`src/rtl/sstod_pkg.sv`:
```
// Shared constants, register indexes and the command type for the time-of-day clock.
// No dependencies; every other file imports this package.
`default_nettype none

package sstod_pkg;

    localparam int DATA_W         = 8;
    localparam int LEN_W          = 4;
    localparam int PACKET_BYTES   = 12;
    localparam int TIME_FIRST_POS = 8;
    localparam int TIME_FIELDS    = 4;
    localparam int CFG_IDX_W      = 1;
    localparam int QUEUE_DEPTH_DEF = 2;

    localparam logic [CFG_IDX_W-1:0] CFG_RX_TIMEOUT  = 1'b0;
    localparam logic [CFG_IDX_W-1:0] CFG_TICK_DIVIDE = 1'b1;

    localparam logic OP_BYTE = 1'b0;
    localparam logic OP_TICK = 1'b1;

    localparam logic [DATA_W-1:0] RX_TIMEOUT_RST  = 8'd4;
    localparam logic [DATA_W-1:0] TICK_DIVIDE_RST = 8'd9;

    localparam logic [DATA_W-1:0] HUNDREDTH_MAX = 8'd99;
    localparam logic [DATA_W-1:0] SECOND_MAX    = 8'd59;
    localparam logic [DATA_W-1:0] MINUTE_MAX    = 8'd59;
    localparam logic [DATA_W-1:0] HOUR_MAX      = 8'd23;

    localparam int FLD_HOURS      = 0;
    localparam int FLD_MINUTES    = 1;
    localparam int FLD_SECONDS    = 2;
    localparam int FLD_HUNDREDTHS = 3;

    typedef struct packed {
        logic                                     load;
        logic [TIME_FIELDS-1:0]                   mask;
        logic [TIME_FIELDS-1:0][DATA_W-1:0]       bytes;
        logic                                     advance;
    } t_cmd;

endpackage

`default_nettype wire

```
`src/rtl/sstod_in_if.sv`:
```
// Input channel: valid/ready handshake carrying one serial byte or tick per beat.
// Depends on sstod_pkg.
`default_nettype none

interface sstod_in_if;
    import sstod_pkg::*;

    logic              valid;
    logic              ready;
    logic              op;
    logic [DATA_W-1:0] rx_byte;

    modport source (output valid, output op, output rx_byte, input ready);
    modport sink   (input valid, input op, input rx_byte, output ready);
endinterface

`default_nettype wire

```
`src/rtl/sstod_out_if.sv`:
```
// Output channel: valid/ready handshake carrying the time and event flags per beat.
// Depends on sstod_pkg.
`default_nettype none

interface sstod_out_if;
    import sstod_pkg::*;

    logic              valid;
    logic              ready;
    logic [DATA_W-1:0] hours;
    logic [DATA_W-1:0] minutes;
    logic [DATA_W-1:0] seconds;
    logic [DATA_W-1:0] hundredths;
    logic              time_loaded;
    logic              time_advanced;

    modport source (output valid, output hours, output minutes, output seconds,
                    output hundredths, output time_loaded, output time_advanced,
                    input ready);
    modport sink   (input valid, input hours, input minutes, input seconds,
                    input hundredths, input time_loaded, input time_advanced,
                    output ready);
endinterface

`default_nettype wire

```
`src/rtl/serial_set_time_of_day_clock.sv`:
```
// Time-of-day clock set over a serial line: top level joining front, queue and back.
// A result beat passes through the command queue and then the output register.
// Throughput: one beat per cycle when neither side stalls, set by the front and back
// each handling one beat a cycle.
// The command queue holds QUEUE_DEPTH beats so each side stalls on its own.
// Reset (synchronous, active low): time 00:00:00.00, timeout 4, divide 9, packet empty.
`default_nettype none

module serial_set_time_of_day_clock #(
    parameter int QUEUE_DEPTH = sstod_pkg::QUEUE_DEPTH_DEF
) (
    input  wire logic                            i_clk,
    input  wire logic                            i_rst_n,
    input  wire logic                            i_cfg_we,
    input  wire logic [sstod_pkg::CFG_IDX_W-1:0] i_cfg_idx,
    input  wire logic [sstod_pkg::DATA_W-1:0]    i_cfg_data,
    sstod_in_if.sink                             i_in,
    sstod_out_if.source                          o_out
);
    import sstod_pkg::*;

    logic push;
    logic pop;
    logic full;
    logic empty;
    t_cmd front_cmd;
    t_cmd back_cmd;

    sstod_front u_front (
        .i_clk      (i_clk),
        .i_rst_n    (i_rst_n),
        .i_cfg_we   (i_cfg_we),
        .i_cfg_idx  (i_cfg_idx),
        .i_cfg_data (i_cfg_data),
        .i_in       (i_in),
        .i_full     (full),
        .o_push     (push),
        .o_cmd      (front_cmd)
    );

    sstod_queue #(
        .DEPTH (QUEUE_DEPTH)
    ) u_queue (
        .i_clk   (i_clk),
        .i_rst_n (i_rst_n),
        .i_push  (push),
        .i_cmd   (front_cmd),
        .o_full  (full),
        .i_pop   (pop),
        .o_cmd   (back_cmd),
        .o_empty (empty)
    );

    sstod_back u_back (
        .i_clk   (i_clk),
        .i_rst_n (i_rst_n),
        .i_empty (empty),
        .i_cmd   (back_cmd),
        .o_pop   (pop),
        .o_out   (o_out)
    );

endmodule

`default_nettype wire

```
`src/rtl/sstod_front.sv`:
```
// Front end: accepts input beats, tracks the packet, idle and tick counters, and
// turns each beat into a load/advance command. Depends on sstod_pkg and sstod_in_if.
`default_nettype none

module sstod_front (
    input  wire logic                             i_clk,
    input  wire logic                             i_rst_n,
    input  wire logic                             i_cfg_we,
    input  wire logic [sstod_pkg::CFG_IDX_W-1:0]  i_cfg_idx,
    input  wire logic [sstod_pkg::DATA_W-1:0]     i_cfg_data,
    sstod_in_if.sink                              i_in,
    input  wire logic                             i_full,
    output logic                                  o_push,
    output sstod_pkg::t_cmd                       o_cmd
);
    import sstod_pkg::*;

    logic [DATA_W-1:0] r_rx_timeout;
    logic [DATA_W-1:0] r_tick_divide;
    logic [LEN_W-1:0]  r_len,    n_len;
    logic              r_rx,     n_rx;
    logic [DATA_W-1:0] r_idle,   n_idle;
    logic [DATA_W-1:0] r_ms,     n_ms;
    logic [TIME_FIELDS-1:0][DATA_W-1:0] r_bytes;

    logic              accept;
    logic              byte_wr;
    logic [DATA_W:0]   idle_inc;
    logic [DATA_W:0]   ms_inc;

    assign i_in.ready = !i_full;
    assign accept     = i_in.valid && !i_full;
    assign o_push     = accept;
    assign idle_inc   = {1'b0, r_idle} + 1'b1;
    assign ms_inc     = {1'b0, r_ms} + 1'b1;
    assign byte_wr    = accept && (i_in.op == OP_BYTE)
                        && (r_len >= LEN_W'(TIME_FIRST_POS))
                        && (r_len < LEN_W'(PACKET_BYTES));

    always_comb begin
        n_len  = r_len;
        n_rx   = r_rx;
        n_idle = r_idle;
        n_ms   = r_ms;
        o_cmd         = '0;
        o_cmd.bytes   = r_bytes;
        if (accept) begin
            if (i_in.op == OP_BYTE) begin
                if (r_len < LEN_W'(PACKET_BYTES)) begin
                    n_len = r_len + 1'b1;
                end
                n_rx   = 1'b1;
                n_idle = '0;
            end else begin
                if (r_rx) begin
                    if (idle_inc > {1'b0, r_rx_timeout}) begin
                        n_rx      = 1'b0;
                        n_idle    = '0;
                        n_len     = '0;
                        o_cmd.load = 1'b1;
                        for (int i = 0; i < TIME_FIELDS; i++) begin
                            o_cmd.mask[i] = r_len > LEN_W'(TIME_FIRST_POS + i);
                        end
                    end else begin
                        n_idle = idle_inc[DATA_W-1:0];
                    end
                end
                if (ms_inc > {1'b0, r_tick_divide}) begin
                    n_ms          = '0;
                    o_cmd.advance = 1'b1;
                end else begin
                    n_ms = ms_inc[DATA_W-1:0];
                end
            end
        end
    end

    always_ff @(posedge i_clk) begin
        if (!i_rst_n) begin
            r_rx_timeout  <= RX_TIMEOUT_RST;
            r_tick_divide <= TICK_DIVIDE_RST;
            r_len         <= '0;
            r_rx          <= 1'b0;
            r_idle        <= '0;
            r_ms          <= '0;
        end else begin
            if (i_cfg_we) begin
                unique case (i_cfg_idx)
                    CFG_RX_TIMEOUT:  r_rx_timeout  <= i_cfg_data;
                    CFG_TICK_DIVIDE: r_tick_divide <= i_cfg_data;
                    default: ;
                endcase
            end
            r_len  <= n_len;
            r_rx   <= n_rx;
            r_idle <= n_idle;
            r_ms   <= n_ms;
        end
    end

    always_ff @(posedge i_clk) begin
        if (byte_wr) begin
            r_bytes[r_len[1:0]] <= i_in.rx_byte;
        end
    end

endmodule

`default_nettype wire

```
`src/rtl/sstod_queue.sv`:
```
// Short command queue between the front and back ends.
// Depends on sstod_pkg.
`default_nettype none

module sstod_queue #(
    parameter int DEPTH = sstod_pkg::QUEUE_DEPTH_DEF
) (
    input  wire logic       i_clk,
    input  wire logic       i_rst_n,
    input  wire logic       i_push,
    input  wire sstod_pkg::t_cmd i_cmd,
    output logic            o_full,
    input  wire logic       i_pop,
    output sstod_pkg::t_cmd o_cmd,
    output logic            o_empty
);
    import sstod_pkg::*;

    localparam int PTR_W = (DEPTH > 1) ? $clog2(DEPTH) : 1;
    localparam int CNT_W = $clog2(DEPTH + 1);

    t_cmd             r_mem [DEPTH];
    logic [PTR_W-1:0] r_wr_ptr, n_wr_ptr;
    logic [PTR_W-1:0] r_rd_ptr, n_rd_ptr;
    logic [CNT_W-1:0] r_count,  n_count;

    assign o_full  = (r_count == CNT_W'(DEPTH));
    assign o_empty = (r_count == '0);
    assign o_cmd   = r_mem[r_rd_ptr];

    always_comb begin
        n_wr_ptr = r_wr_ptr;
        n_rd_ptr = r_rd_ptr;
        n_count  = r_count;
        if (i_push) begin
            n_wr_ptr = (r_wr_ptr == PTR_W'(DEPTH - 1)) ? '0 : r_wr_ptr + 1'b1;
        end
        if (i_pop) begin
            n_rd_ptr = (r_rd_ptr == PTR_W'(DEPTH - 1)) ? '0 : r_rd_ptr + 1'b1;
        end
        if (i_push && !i_pop) begin
            n_count = r_count + 1'b1;
        end else if (i_pop && !i_push) begin
            n_count = r_count - 1'b1;
        end
    end

    always_ff @(posedge i_clk) begin
        if (!i_rst_n) begin
            r_wr_ptr <= '0;
            r_rd_ptr <= '0;
            r_count  <= '0;
        end else begin
            r_wr_ptr <= n_wr_ptr;
            r_rd_ptr <= n_rd_ptr;
            r_count  <= n_count;
        end
    end

    always_ff @(posedge i_clk) begin
        if (i_push) begin
            r_mem[r_wr_ptr] <= i_cmd;
        end
    end

    a_count_bound: assert property (@(posedge i_clk) disable iff (!i_rst_n)
        r_count <= CNT_W'(DEPTH))
        else $error("queue count above depth");

    a_pop_nonempty: assert property (@(posedge i_clk) disable iff (!i_rst_n)
        i_pop |-> r_count != '0)
        else $error("pop from empty queue");

    a_push_full: assert property (@(posedge i_clk) disable iff (!i_rst_n)
        i_push |-> (r_count != CNT_W'(DEPTH)) || i_pop)
        else $error("push into full queue");

    a_count_up: assert property (@(posedge i_clk) disable iff (!i_rst_n)
        (i_push && !i_pop) |=> r_count == $past(r_count) + 1'b1)
        else $error("queue count did not advance on push");

endmodule

`default_nettype wire

```
`src/rtl/sstod_back.sv`:
```
// Back end: applies load and advance commands to the time registers and holds
// the result beat. Depends on sstod_pkg and sstod_out_if.
`default_nettype none

module sstod_back (
    input  wire logic       i_clk,
    input  wire logic       i_rst_n,
    input  wire logic       i_empty,
    input  wire sstod_pkg::t_cmd i_cmd,
    output logic            o_pop,
    sstod_out_if.source     o_out
);
    import sstod_pkg::*;

    function automatic logic [DATA_W:0] bump(input logic [DATA_W-1:0] v,
                                            input logic [DATA_W-1:0] lim);
        logic [DATA_W-1:0] inc;
        inc = v + 1'b1;
        if (inc > lim) begin
            return {1'b1, {DATA_W{1'b0}}};
        end
        return {1'b0, inc};
    endfunction

    logic [TIME_FIELDS-1:0][DATA_W-1:0] r_time, n_time;
    logic [TIME_FIELDS-1:0][DATA_W-1:0] ld_time;
    logic [DATA_W:0]                    b_hun, b_sec, b_min, b_hr;
    logic                               r_out_valid;
    logic                               r_loaded;
    logic                               r_advanced;

    assign o_pop = !i_empty && (!r_out_valid || o_out.ready);

    always_comb begin
        for (int i = 0; i < TIME_FIELDS; i++) begin
            ld_time[i] = (i_cmd.load && i_cmd.mask[i]) ? i_cmd.bytes[i] : r_time[i];
        end
        b_hun  = bump(ld_time[FLD_HUNDREDTHS], HUNDREDTH_MAX);
        b_sec  = bump(ld_time[FLD_SECONDS], SECOND_MAX);
        b_min  = bump(ld_time[FLD_MINUTES], MINUTE_MAX);
        b_hr   = bump(ld_time[FLD_HOURS], HOUR_MAX);
        n_time = ld_time;
        if (i_cmd.advance) begin
            n_time[FLD_HUNDREDTHS] = b_hun[DATA_W-1:0];
            if (b_hun[DATA_W]) begin
                n_time[FLD_SECONDS] = b_sec[DATA_W-1:0];
                if (b_sec[DATA_W]) begin
                    n_time[FLD_MINUTES] = b_min[DATA_W-1:0];
                    if (b_min[DATA_W]) begin
                        n_time[FLD_HOURS] = b_hr[DATA_W-1:0];
                    end
                end
            end
        end
    end

    always_ff @(posedge i_clk) begin
        if (!i_rst_n) begin
            r_time      <= '0;
            r_out_valid <= 1'b0;
        end else begin
            if (o_pop) begin
                r_time      <= n_time;
                r_out_valid <= 1'b1;
            end else if (o_out.ready) begin
                r_out_valid <= 1'b0;
            end
        end
    end

    always_ff @(posedge i_clk) begin
        if (o_pop) begin
            r_loaded   <= i_cmd.load;
            r_advanced <= i_cmd.advance;
        end
    end

    assign o_out.valid         = r_out_valid;
    assign o_out.hours         = r_time[FLD_HOURS];
    assign o_out.minutes       = r_time[FLD_MINUTES];
    assign o_out.seconds       = r_time[FLD_SECONDS];
    assign o_out.hundredths    = r_time[FLD_HUNDREDTHS];
    assign o_out.time_loaded   = r_loaded;
    assign o_out.time_advanced = r_advanced;

    a_pop_fills: assert property (@(posedge i_clk) disable iff (!i_rst_n)
        o_pop |=> r_out_valid)
        else $error("popped command left no result");

    a_time_hold: assert property (@(posedge i_clk) disable iff (!i_rst_n)
        !o_pop |=> $stable(r_time))
        else $error("time changed without a command");

endmodule

`default_nettype wire

```
`src/flat_wrapper.sv`:
```
// flat-port wrapper written by rule: the top's interface ports become plain ports
module serial_set_time_of_day_clock_flat import sstod_pkg::*;
#(
    parameter int QUEUE_DEPTH = sstod_pkg::QUEUE_DEPTH_DEF
)
  (i_clk, i_rst_n, i_cfg_we, i_cfg_idx, i_cfg_data, i_in_valid, i_in_op, i_in_rx_byte, i_in_ready, o_out_valid, o_out_hours, o_out_minutes, o_out_seconds, o_out_hundredths, o_out_time_loaded, o_out_time_advanced, o_out_ready);
  sstod_in_if i_in_i ();
  sstod_out_if o_out_i ();
  input  wire logic i_clk;
  input  wire logic i_rst_n;
  input  wire logic i_cfg_we;
  input  wire logic [sstod_pkg::CFG_IDX_W-1:0] i_cfg_idx;
  input  wire logic [sstod_pkg::DATA_W-1:0] i_cfg_data;
  input wire logic [$bits(i_in_i.valid)-1:0] i_in_valid;
  input wire logic [$bits(i_in_i.op)-1:0] i_in_op;
  input wire logic [$bits(i_in_i.rx_byte)-1:0] i_in_rx_byte;
  output wire logic [$bits(i_in_i.ready)-1:0] i_in_ready;
  output wire logic [$bits(o_out_i.valid)-1:0] o_out_valid;
  output wire logic [$bits(o_out_i.hours)-1:0] o_out_hours;
  output wire logic [$bits(o_out_i.minutes)-1:0] o_out_minutes;
  output wire logic [$bits(o_out_i.seconds)-1:0] o_out_seconds;
  output wire logic [$bits(o_out_i.hundredths)-1:0] o_out_hundredths;
  output wire logic [$bits(o_out_i.time_loaded)-1:0] o_out_time_loaded;
  output wire logic [$bits(o_out_i.time_advanced)-1:0] o_out_time_advanced;
  input wire logic [$bits(o_out_i.ready)-1:0] o_out_ready;
  assign i_in_i.valid = i_in_valid;
  assign i_in_i.op = i_in_op;
  assign i_in_i.rx_byte = i_in_rx_byte;
  assign i_in_ready = i_in_i.ready;
  assign o_out_valid = o_out_i.valid;
  assign o_out_hours = o_out_i.hours;
  assign o_out_minutes = o_out_i.minutes;
  assign o_out_seconds = o_out_i.seconds;
  assign o_out_hundredths = o_out_i.hundredths;
  assign o_out_time_loaded = o_out_i.time_loaded;
  assign o_out_time_advanced = o_out_i.time_advanced;
  assign o_out_i.ready = o_out_ready;
  serial_set_time_of_day_clock #(.QUEUE_DEPTH(QUEUE_DEPTH)) u_core (.i_clk(i_clk), .i_rst_n(i_rst_n), .i_cfg_we(i_cfg_we), .i_cfg_idx(i_cfg_idx), .i_cfg_data(i_cfg_data), .i_in(i_in_i), .o_out(o_out_i));
endmodule
```
`config.mk`:
```
export PLATFORM = sky130hd
export DESIGN_NAME = serial_set_time_of_day_clock_flat
export DESIGN_NICKNAME = d
export VERILOG_FILES = /design/src/rtl/sstod_pkg.sv /design/src/rtl/sstod_in_if.sv /design/src/rtl/sstod_out_if.sv /design/src/rtl/serial_set_time_of_day_clock.sv /design/src/rtl/sstod_front.sv /design/src/rtl/sstod_queue.sv /design/src/rtl/sstod_back.sv /design/src/flat_wrapper.sv
export SDC_FILE = /design/constraint.sdc
export NUM_CORES = 1
export LEC_CHECK = 0
export BUFFER_PORTS_ARGS = -buffer_cell sky130_fd_sc_hd__buf_2
export CORE_MARGIN = 2
export CORE_UTILIZATION = 55
export DETAILED_ROUTE_END_ITERATION = 10
export PLACE_DENSITY = 0.79
export REMOVE_ABC_BUFFERS = 1
export SLEW_MARGIN = 10
export SYNTH_ARGS = -nofsm -noshare
export SYNTH_HDL_FRONTEND = slang
export SYNTH_SLANG_ARGS = --single-unit
```
`constraint.sdc`:
```
create_clock -name i_clk -period 4.2 [get_ports i_clk]
set_input_delay 0.42 -clock i_clk [delete_from_list [all_inputs] [get_ports i_clk]]
set_output_delay 0.42 -clock i_clk [all_outputs]
set_load 0.02 [all_outputs]
```
== After elaboration in Yosys (flattened, before gate mapping) ==
Memories as Yosys holds them, arrays and structs flattened. A register that Yosys moved wholly into a read port is not among the register bits.
Index checks and enable logic that the tools add are counted.
Widths: inputs -> output; s select.
Word-level totals
  register bits: 108
  bits in writable memories: 76
  input bits: 23
  output and inout bits: 36
  word-level logic and storage cells: 129
  memories: 1
Memory list
  u_core.u_queue.r_mem: words 2, width 38, read ports 1, clocked after memory_dff 1, write ports 1, RTL line sstod_queue.sv:22  | t_cmd r_mem [DEPTH];
Cells by class
  add/subtract/negate cells: 11
  magnitude comparators: 14
  equal/unequal tests: 3
  mux-type cells: 51
  bitwise operators: 2
  reduce and logical (&&, ||, !) cells: 27
Operator list (count)
  $mux 8: 12
  $mux 9: 6
  $add 8x1->8 const B: 4
  $bwmux 32: 1
  $mux 32: 1
  $mux 24: 1
  $mux 5: 4
  $add 8x1->9 const B: 2
  $gt 9x8->1: 2
  $mux 1: 18
  $demux 8 s2: 1
  $gt 4x4->1 const B: 4
  $gt 8x6->1 const B: 2
  $mux 16: 1
  $mux 4: 4
  $logic_and 1x1->1: 12
  $gt 8x5->1 const B: 1
  $gt 8x7->1 const B: 1
  $reduce_and 2->1: 4
  $reduce_bool 2->1: 3
  $logic_not 1->1: 5
  $add 4x1->4 const B: 1
  $ge 4x4->1 const B: 1
  $lt 4x4->1 const B: 1
  other kinds (12): 16

== Depth between registers and ports, before layout ==
Gate-level depths: netlist of run 1.
  word-level depth: 10
  gate-level depth with buffers: 17
  mapped depth without buffers: 12

== Cells and area by module ==
Synthesis of run 1 repeated with hierarchy kept, for this count alone.
Second synthesis, totals
  cell total of the unflattened synthesis: 862
  area total of the unflattened synthesis: 9290.2 um^2
By module, submodules not included
  sstod_front: times used 1, cells each 319, area each 3236.9 um^2
  sstod_back: times used 1, cells each 403, area each 3089.2 um^2
  sstod_queue: times used 1, cells each 140, area each 2964.1 um^2

== Least setup slack after synthesis of run 1 ==
Ideal clock, no wire load.
  path type: register to register
  from: register (tool-made name)
  to: register u_core.u_back.r_time (netlist bit u_core.u_back.o_out.hours[0])
  library setup time: 0.088 ns
  data arrival time: 3.294 ns
  required time: 4.112 ns
  path slack: 0.818 ns
  cell stages (with the launch flop): 17
  buffers on the path: 5
  clock period less this slack: 3.382 ns
  cells stage by stage: dfxtp_1 -> buf_6 -> buf_6 -> buf_4 -> buf_2 -> buf_2 -> and3_1 -> nor2_1 -> nand2_1 -> nand2_1 -> ha_1 -> nand3b_1 -> o221ai_1 -> a2bb2oi_4 -> nand4_4 -> or3_1 -> a311oi_2
RTL lines
  end signal, assigned: RTL line sstod_back.sv:63  | r_time <= n_time;
  end, declared: RTL line sstod_back.sv:25  | logic [TIME_FIELDS-1:0][DATA_W-1:0] r_time, n_time;

==> results of run 1 <==
-- layout by cell type (no fill, tap or decap), types with 12 or more instances in the layout --
cell type,netlist,routed
ha_1,29,29
edfxtp_1,110,110
dfxtp_1,75,74
a31oi_1,17,17
nand2_1,102,102
xnor2_1,13,13
inv_1,38,38
a21oi_1,44,44
xor2_1,12,12
clkbuf_16,0,17
o211ai_1,14,14
o21ai_0,44,44
and2_1,12,12
buf_2,11,58
nand4_1,13,13
nand3_1,36,36
nor2_1,69,68
-- logic make-up after synthesis --
group | Yosys count | share of synthesized area (%)
XOR/XNOR | 25 | 2.41
multiplexers | 13 | 1.47
buffers and inverters | 79 | 3.70
adder cells (fa/ha/maj) | 29 | 3.99
AND/OR/NAND/NOR | 320 | 17.6
flip-flops | 185 | 52.8
AO/OA/AOI/OAI | 231 | 18.0
-- cell usage after synthesis (4+ instances only) --
cell / number
a32o_1: 8
a21o_1: 4
dfxtp_1: 75
nor3_1: 10
and3_1: 12
a31oi_1: 17
or3_1: 8
a311oi_1: 7
edfxtp_1: 110
buf_2: 11
and2_1: 12
o22a_1: 6
clkbuf_1: 23
a211oi_1: 6
o21ai_0: 44
inv_1: 38
o221ai_1: 8
nand2_1: 102
nand4b_1: 5
mux2i_1: 10
a22oi_1: 10
nand3_1: 36
nand3b_1: 11
o211ai_1: 14
nand4_1: 13
or4_1: 6
ha_1: 29
o31ai_1: 6
nor4_1: 5
o21ai_1: 4
a21oi_1: 44
nor2b_1: 6
xor2_1: 12
nor2_1: 69
nand2b_1: 8
o21a_1: 10
xnor2_1: 13
a22o_1: 7
-- area by class of cell --
cell class              count  area (sq um)  share of cell area [%]
clock buffers              18           429                    4.22
clock inverters            14           169                    1.66
inverters                  40           150                    1.48
multi-input cells         618          3970                    39.1
well taps                 220           275                    2.71
flip-flops and latches    185          4810                    47.3
repair buffers             68           365                    3.59
-- stage by stage --
step / cell area (sq um) / worst slack [ns] / hold WS (ns)
after floorplan: 8920 / -0.0711 / 0.421
after global placement: 9570 / 0.558 / 0.423
after detailed placement: 9570 / 0.373 / 0.430
after CTS: 10200 / 0.320 / 0.212
after global routing: 10200 / 0.00748 / 0.234
final: 10200 / 0.268 / 0.225
-- per-layer routing --
layer  up-vias  part of all wire (%)  GRT usage, %
met5         -                     0             0
met4         0                   2.2          7.47
met3        34                   6.5          5.79
met2       237                    50          40.8
met1      3412                    41          29.8
li1       3390                     -             -
-- state kept, by name (all words and copies together), names as in the netlist, named ones only --
signal	cells
u_core.u_back.o_out.seconds	8
u_core.u_back.o_out.time_loaded	1
u_core.u_front.o_cmd	32
u_core.u_front.r_idle	8
u_core.u_front.r_rx_timeout	8
u_core.u_back.o_out.time_advanced	1
u_core.u_front.r_ms	8
u_core.u_front.r_rx	1
u_core.u_back.o_out.hundredths	8
u_core.u_back.o_out.hours	8
u_core.u_front.r_len	4
u_core.u_queue.r_rd_ptr	1
u_core.u_queue.r_count	2
u_core.u_back.o_out.valid	1
u_core.u_queue.r_mem	76
u_core.u_queue.r_wr_ptr	1
u_core.u_back.o_out.minutes	8
u_core.u_front.r_tick_divide	8
-- worst min-delay path by stage --
stage                                       to                startpoint
2_1_floorplan      u_core.u_queue.r_mem[0][10]  u_core.u_front.o_cmd[10]
5_1_grt         u_core.u_front.r_rx_timeout[4]             i_cfg_data[4]
3_5_place_dp       u_core.u_queue.r_mem[1][29]  u_core.u_front.o_cmd[29]
3_3_place_gp       u_core.u_queue.r_mem[0][18]  u_core.u_front.o_cmd[18]
4_1_cts        u_core.u_front.r_tick_divide[0]             i_cfg_data[0]
6_report       u_core.u_front.r_tick_divide[0]             i_cfg_data[0]
-- critical path, cell delays in order, from the launching register on --
cell and delay (ns):
dfxtp_2 0.53, buf_4 0.41, and3_1 0.33, nor2_1 0.13, nand2_1 0.10, nand2_1 0.09
ha_1 0.29, nand3b_1 0.19, o221ai_1 0.29, a2bb2oi_4 0.31, nand3_2 0.32, or4_1 0.60
a31oi_1 0.25
-- report_power, final --
part           switching [mW]  leakage (nW)  total, mW  internal, mW
Sequential              0.239          1.63       2.44          2.20
Clock                   0.714         0.279       1.61         0.893
Combinational            1.28          1.83       1.96         0.676
==> metrics.txt, run 1 <==
setup_tns=0 ns; Cells after DPL=1131; Final Total Pwr=6.01 mW; WHS Path Cells=3; WS Path Type=reg -> reg; YS warnings=0; placeable core area=16400 sq um; Max Cap Violations=0; vias per cell=6.08; Max IR drop VDD=0.337 mV; Initial DRC Count=666; leakage power=3.75 nW; FFs w/ async S/R, synth=0%; Final min period=3.93 ns; Clock Path Buffers=2; port bufs=58; status=finished clean; Register-to-Register Setup Slack=0.27 ns; Seq cells post-synth=185; clock skew=0.00908 ns; Worst-path clk slew=0.07 ns; CP Launch Type=register; EDFF count, synth=110; CTS Buf Count=17; Cell Pwr Density=591 nW/um^2; share of layout cells above drive strength 1=13.4%; DR DRC count=0; worst slew pin tran=1.12 ns; Critical Path AT=4.26 ns; antenna violations before repair=0; relative slew slack=25.3%; largest net degree at the start of global routing=41; final core utilization=62.0%; CP Capture Point=u_core.u_back.o_out.minutes[4]; clk sinks=185; CTS root buf=clkbuf_16; critical path peak fanout=40; H-tree levels=4; GRT overflow=0; RSZ-0062 raised after global routing=false; diodes inserted=0; FF-to-FF End=u_core.u_back.o_out.minutes[4]; dpl hpwl=14500 microns; Synth Instances=882; # IOs=59; GPL Wtd Cong=0.912; ANT nets after route=0; Avg WL per Cell=17.8 microns; WP data required=4.53 ns; vias in the first global route=6623; die height=133 microns; first-pass GRT wire length=33300 microns; fmax=0.254 GHz; Layout Cells excl Fill=1163; cell taking the most area after synthesis=edfxtp_1; synthesized cell area=9100 sq um; Post-Route WL=20800 microns; synth-to-layout area growth=11.7%; final worst path period share=93.6%; Distinct cells, synth=78; Pins Over Slew Limit=0; Hold Buf Count CTS=0; hold crit path type=in -> reg; Die Area=17600 sq um; TritonCTS clock tree=done; Worst Setup End Kind=register; Detailed Routing Iterations Pass 1=6; post-synth top area share=36.3%; Primary FF master, synth=edfxtp_1; Final Hold Viols=0; fill cell count=1316; final setup violation count=0; Die W=133 microns; Overall Global Routing Usage=23.8%; Final nets=982; Setup Fix Bufs, Post-CTS=0; row count=47; syn_area_per_cell=10.3 sq um; # resized after CTS=0; reg2reg path depth=12; sequential area share after synthesis=52.8%; Starting Density=55.5%; Clock Latency Late Sink=0.43 ns; Via Count=7073; dominant cells by area after synthesis=edfxtp_1, dfxtp_1, nand2_1, ha_1, nor2_1
(Power assumes the default switching activity.)
==> run 2: changes to the inputs <==
--- a/config.mk
+++ b/config.mk
@@ -8,6 +8,7 @@
 export BUFFER_PORTS_ARGS = -buffer_cell sky130_fd_sc_hd__buf_2
 export CORE_MARGIN = 2
 export CORE_UTILIZATION = 55
+export CTS_BUF_LIST = sky130_fd_sc_hd__clkbuf_4
 export DETAILED_ROUTE_END_ITERATION = 10
 export PLACE_DENSITY = 0.79
 export REMOVE_ABC_BUFFERS = 1
==> run 2 against run 1 <==
Compared with the run above:
- clock-buffer cell count stayed put
- final area down 2.9%
- fmax is 1.9% higher
- clock skew grew 0.013 ns
- register-to-register slack better by 0.07 ns
- critical path depth increased by 1
- critical endpoint is now u_core.u_back.o_out.hours[0]
- worst setup slack gained 0.072 ns
- worst hold slack worse by 0.15 ns
- sequential share of layout area grew 1.4 points
==> metrics.txt, run 2 (synthesized netlist as in run 1, its figures left out) <==
share of layout cells above drive strength 1=13.5%; row count=47; # resized after CTS=0; Logic pwr share=36.0%; met2 WL=9840 microns; met1 wire length=8360 microns; port bufs=58; Avg WL per Cell=17.4 microns; vias per cell=5.99; FF-to-FF End=u_core.u_back.o_out.hours[0]; TritonCTS clock tree=done; Hold WS=0.0754 ns; final setup violation count=0; leakage power=3.62 nW; Reg with most FFs=u_core.u_queue.r_mem; fmax=0.259 GHz; Worst path slowest cell=dfxtp_2; GRT overflow=0; Worst Hold Launch=i_cfg_data[5]; Clock Latency Late Sink=0.57 ns; Cells after DPL=1131; CP max stage delay=0.56 ns; Seq pwr share=45.2%; Worst-path clk slew=0.16 ns; Worst Setup End Kind=register; RSZ-0062 raised after global routing=false; vias in the first global route=6500; Via Count=6976; placeable core area=16400 sq um; Die W=133 microns; Top Layer Used=met4; Layout Cells excl Fill=1164; Clock Path Buffers=2; clock skew=0.0223 ns; critical path peak fanout=20; Max IR drop VDD=0.239 mV; Int Pwr=3.25 mW; Final Hold Viols=0; met3 wire length=1550 microns; switching power=2.14 mW; CP Launch Type=register; Detailed Routing Iterations Pass 1=6; dpl hpwl=14500 microns; Initial DRC Count=582; largest net degree at the start of global routing=41; commonest non-fill, non-tap cells in the layout=edfxtp_1, nand2_1, dfxtp_1; CTS Buf Count=17; WP data required=4.69 ns; Sw Share=39.7%; Cell Pwr Density=546 nW/um^2; antenna violations before repair=1; setup_tns=0 ns; Register-to-Register Setup Slack=0.34 ns; DR DRC count=0; CTS root buf=clkbuf_4; Critical Path AT=4.35 ns; cell family with most CP delay=compound AO/OA/AOI/OAI gates; WS Path Type=reg -> reg; Starting Density=55.5%; Setup Fix Bufs, Post-CTS=0; Die Area=17600 sq um; worst setup slack after layout=0.340 ns; fin area=9870 sq um; # IOs=59; Final nets=982; most common cell after layout, fill and taps aside=edfxtp_1; die height=133 microns; final worst path period share=91.9%; H-tree levels=4; pre-CTS WS=0.373 ns; Hold Path End=u_core.u_front.r_tick_divide[5]; status=finished clean; clock share of power=18.8%; Final min period=3.86 ns; synth-to-layout area growth=8.47%; relative slew slack=23.9%; dpl cell area=9570 sq um; Max Cap Violations=0; max reg flops=76; reg2reg path depth=13; Pins Over Slew Limit=0; clk sinks=185; Final Total Pwr=5.39 mW; ANT nets after route=0; hold crit path type=in -> reg; worst slew pin tran=1.14 ns; GPL Wtd Cong=0.912; Post-Route WL=20200 microns; CP Cell Sequence=a21boi_2 -> nor2_2 -> o221ai_1 -> ha_1 -> inv_1 -> a31o_2 -> nor3b_2 -> o31ai_1 -> o31ai_4 -> buf_4 -> nand4_4 -> or3_1 -> a311oi_2; WHS Path Cells=3; Overall Global Routing Usage=23.2%; Buf+Inv Stages, Crit Path=2; first-pass GRT wire length=32500 microns; Hold Buf Count CTS=0; final core utilization=60.2%
run 2: cell types whose count changed in the layout (fill, tap and decap cells not counted):
cell       change
clkbuf_4      +18
clkbuf_16     -17
clkbuf_1       -1
diode_2        +1
run 2: per-layer routing:
layer  global-route usage [%]  vias up
met5                        0        -
met4                     8.18        0
met3                     5.52       33
met2                     38.7      258
met1                     29.5     3289
li1                         -     3396
run 2: how the worst max path moves through the flow:
stage,start,endpoint,slack (ns),depth (start not counted)
global placement,register,u_core.u_back.o_out.hours[0],0.56,13
global route,register,u_core.u_back.o_out.hours[0],0.03,13
detailed placement,register,u_core.u_back.o_out.hours[0],0.37,13
finish,register,u_core.u_back.o_out.hours[0],0.34,13
floorplan,register,u_core.u_back.o_out.minutes[3],-0.07,12
CTS,register,u_core.u_back.o_out.hours[0],0.32,13
run 2: area by class of cell:
cell class	instances	area, sq um
Tap cell	220	275
Fill cell	1370	6530
Clock inverter	14	169
Inverter	40	150
Multi-Input combinational cell	618	3970
Timing Repair Buffer	68	365
Antenna cell	1	2.50
Clock buffer	18	135
Sequential cell	185	4810
run 2: worst register-to-register path, delay by kind of cell, from the launching register on:
| family | cells | cell delay, ns |
|---|---|---|
| AO/OA/AOI/OAI | 6 | 1.58 |
| adder cells (fa/ha/maj) | 1 | 0.32 |
| buffers and inverters | 2 | 0.32 |
| flip-flops | 1 | 0.56 |
| AND/OR/NAND/NOR | 4 | 1.01 |
run 2: power by group through the flow:
stage	combinational, mW	clock (mW)	sequential, mW
after floorplan	1.21	0	2.58
after global placement	1.88	0	2.47
after detailed placement	1.93	0	2.47
after CTS	1.93	1.04	2.43
after global routing	2.14	1.10	2.47
final	1.94	1.01	2.44
==> run 3: changes to the inputs <==
--- a/config.mk
+++ b/config.mk
@@ -6,13 +6,15 @@
 export NUM_CORES = 1
 export LEC_CHECK = 0
 export BUFFER_PORTS_ARGS = -buffer_cell sky130_fd_sc_hd__buf_2
+export CORE_ASPECT_RATIO = 2
 export CORE_MARGIN = 2
 export CORE_UTILIZATION = 55
 export CTS_BUF_LIST = sky130_fd_sc_hd__clkbuf_4
 export DETAILED_ROUTE_END_ITERATION = 10
 export PLACE_DENSITY = 0.79
 export REMOVE_ABC_BUFFERS = 1
-export SLEW_MARGIN = 10
+export SLEW_MARGIN = 20
 export SYNTH_ARGS = -nofsm -noshare
 export SYNTH_HDL_FRONTEND = slang
+export SYNTH_HIERARCHICAL = 1
 export SYNTH_SLANG_ARGS = --single-unit
==> run 3 against run 2 <==
Compared with the run above:
- global-route usage grew 0.73 points
- largest power group unchanged
- register-to-register slack improved by 0.099 ns
- highest routed layer unchanged
- worst hold slack better by 0.0063 ns
- final cell count is 2.5% lower
- clock-buffer cell count stayed put
- clock skew grew 0.0051 ns
- wire length grew 1.4%
- critical endpoint is now u_core/u_back/o_out.hours[3]
- combinational power grew 9%
==> metrics.txt, run 3 <==
sequential cell area=4800 sq um; Pins Over Slew Limit=0; Worst-path clk slew=0.16 ns; RSZ-0062 raised after global routing=false; Worst Setup End Kind=register; GPL Wtd Cong=0.955; # IOs=59; max reg flops=76; H-tree levels=4; Starting Density=55.7%; Max Cap Violations=0; Int Pwr=3.35 mW; Detailed Routing Iterations Pass 1=5; final core utilization=60.1%; critical path peak fanout=17; fmax=0.266 GHz; reg2reg path depth=13; ANT nets after route=0; Layout Cells excl Fill=1135; CP Cell Sequence=buf_4 -> mux2_2 -> and2_1 -> mux2i_1 -> inv_1 -> ha_1 -> inv_1 -> or3_1 -> a21oi_1 -> nor4_1 -> or3b_2 -> mux2_1 -> a21oi_1; Clock Path Buffers=2; first-pass GRT wire length=32900 microns; Sw Share=39.1%; synth-to-layout area growth=7.91%; syn_area_per_cell=10.8 sq um; status=finished clean; relative slew slack=35.0%; DR DRC count=0; Critical Path AT=4.27 ns; placeable core area=16700 sq um; Reg with most FFs=u_core/u_queue/r_mem; setup_tns=0 ns; CTS Buf Count=17; EDFF count, synth=110; final setup violation count=0; count leader, synth=nand2_1; CP max stage delay=0.55 ns; dpl cell area=9710 sq um; die height=188 microns; Primary FF master, synth=edfxtp_1; TritonCTS clock tree=done; most common cell after layout, fill and taps aside=nand2_1; critical path depth in cells=13; GRT overflow=0; # resized after CTS=0; commonest non-fill, non-tap cells in the layout=nand2_1, edfxtp_1, dfxtp_1; WHS Path Cells=3; CP Launch Type=register; row count=67; Setup Fix Bufs, Post-CTS=0; post-synth top area share=35.6%; Die Area=18000 sq um; Initial DRC Count=314; hold crit path type=in -> reg; YS warnings=6; fill cell count=1387; Avg WL per Cell=18.1 microns; dominant cells by area after synthesis=edfxtp_1, dfxtp_1, mux2_2, nand2_1, ha_1; dpl hpwl=15100 microns; Final Hold Viols=0; vias in the first global route=6650; synthesized cell area=9290 sq um; Final min period=3.76 ns; antenna violations before repair=1; Hold Buf Count CTS=0; Seq pwr share=44.0%; port bufs=58; WP data required=4.71 ns; final worst path period share=89.6%; Final Total Pwr=5.49 mW; Max IR drop VDD=0.410 mV; clock share of power=17.5%; fin area=10000 sq um; largest net degree at the start of global routing=47; CTS root buf=clkbuf_4; Overall Global Routing Usage=23.9%; clk sinks=185; Cells after DPL=1101; synth cell count leaders=nand2_1, edfxtp_1, dfxtp_1; area of the multi-input gates=4160 sq um; Final nets=967; switching power=2.15 mW; worst slew pin tran=0.966 ns; WS Path Type=reg -> reg; Buf+Inv Stages, Crit Path=3; cell taking the most area after synthesis=edfxtp_1; Cell Pwr Density=548 nW/um^2; Clock Latency Late Sink=0.56 ns; cell family with most CP delay=simple AND/OR/NAND/NOR gates; Synth Instances=862; Post-Route WL=20500 microns; clock skew=0.0274 ns; sequential area share after synthesis=51.7%; Die W=95.9 microns; leakage power=3.76 nW; share of layout cells above drive strength 1=18.4%; Logic pwr share=38.6%; Seq cells post-synth=185; Via Count=6701; Distinct cells, synth=82; FFs w/ async S/R, synth=0%; vias per cell=5.90; Worst path slowest cell=and2_1
## run 3: changes by cell type in the layout (fill, tap and decap cells not counted), sizes merged, moves of 13 or more
cell / change
nand2: +19
mux2: +43
a21oi: -19
nor2: -29
a21boi: +13
mux2i: +21
## run 3: power groups by stage
stage               combinational (mW)  clock, mW  sequential, mW
floorplan                         1.31          0            2.58
global placement                  2.06          0            2.45
detailed placement                2.07          0            2.46
CTS                               2.09      0.991            2.42
global route                      2.31       1.06            2.45
finish                            2.12      0.961            2.41
## run 3: logic make-up after synthesis
logic type	count (synthesis)	share of synthesized area (%)
buffers and inverters	67	3.61
adders and majority gates	30	4.04
AOI/OAI and AO/OA	159	11.7
and+or+nand+nor	314	17.1
DFF	185	51.7
muxes	77	9.04
xor gates and xnor gates	30	2.83
## run 3: worst paths after layout
| kind | startpoint | to | slack [ns] |
|---|---|---|---|
| worst max register to register | register | u_core/u_back/o_out.hours[3] | 0.44 |
| worst min register to register | u_core/u_front/o_cmd[11] | u_core/u_queue/r_mem[0][11] | 0.44 |
| worst min-delay path | i_cfg_data[0] | u_core/u_front/r_tick_divide[0] | 0.08 |
| worst max-delay path | register | u_core/u_back/o_out.hours[3] | 0.44 |
## run 3: metrics by stage
stage	hold WS [ns]	setup slack, ns
after detailed placement	0.430	0.541
after floorplan	0.421	-0.355
final	0.0817	0.439
after global placement	0.422	0.591
after global routing	0.0367	0.121
after CTS	0.0403	0.472
## run 3: worst reg2reg max path, cell delays in order (launching register included)
cell	delay [ns]
dfxtp_1	0.44
buf_4	0.28
mux2_2	0.24
and2_1	0.55
mux2i_1	0.33
inv_1	0.09
ha_1	0.25
inv_1	0.13
or3_1	0.12
a21oi_1	0.06
nor4_1	0.35
or3b_2	0.47
mux2_1	0.28
a21oi_1	0.13
## run 3: final cells by class
cell class / count / area share, %
clock buffers: 18 / 1.35
multi-input cells: 610 / 41.5
diodes: 1 / 0.0250
flip-flops and latches: 185 / 47.9
well taps: 207 / 2.58
repair buffers: 71 / 4.07
inverters: 29 / 1.09
clock inverters: 14 / 1.49
## run 3: per-layer routing
metal  routed length (microns)  GRT usage (%)
met1                      7620           24.9
met2                     11300           43.8
met3                       681           4.22
met4                       923           12.3
met5                         0              0
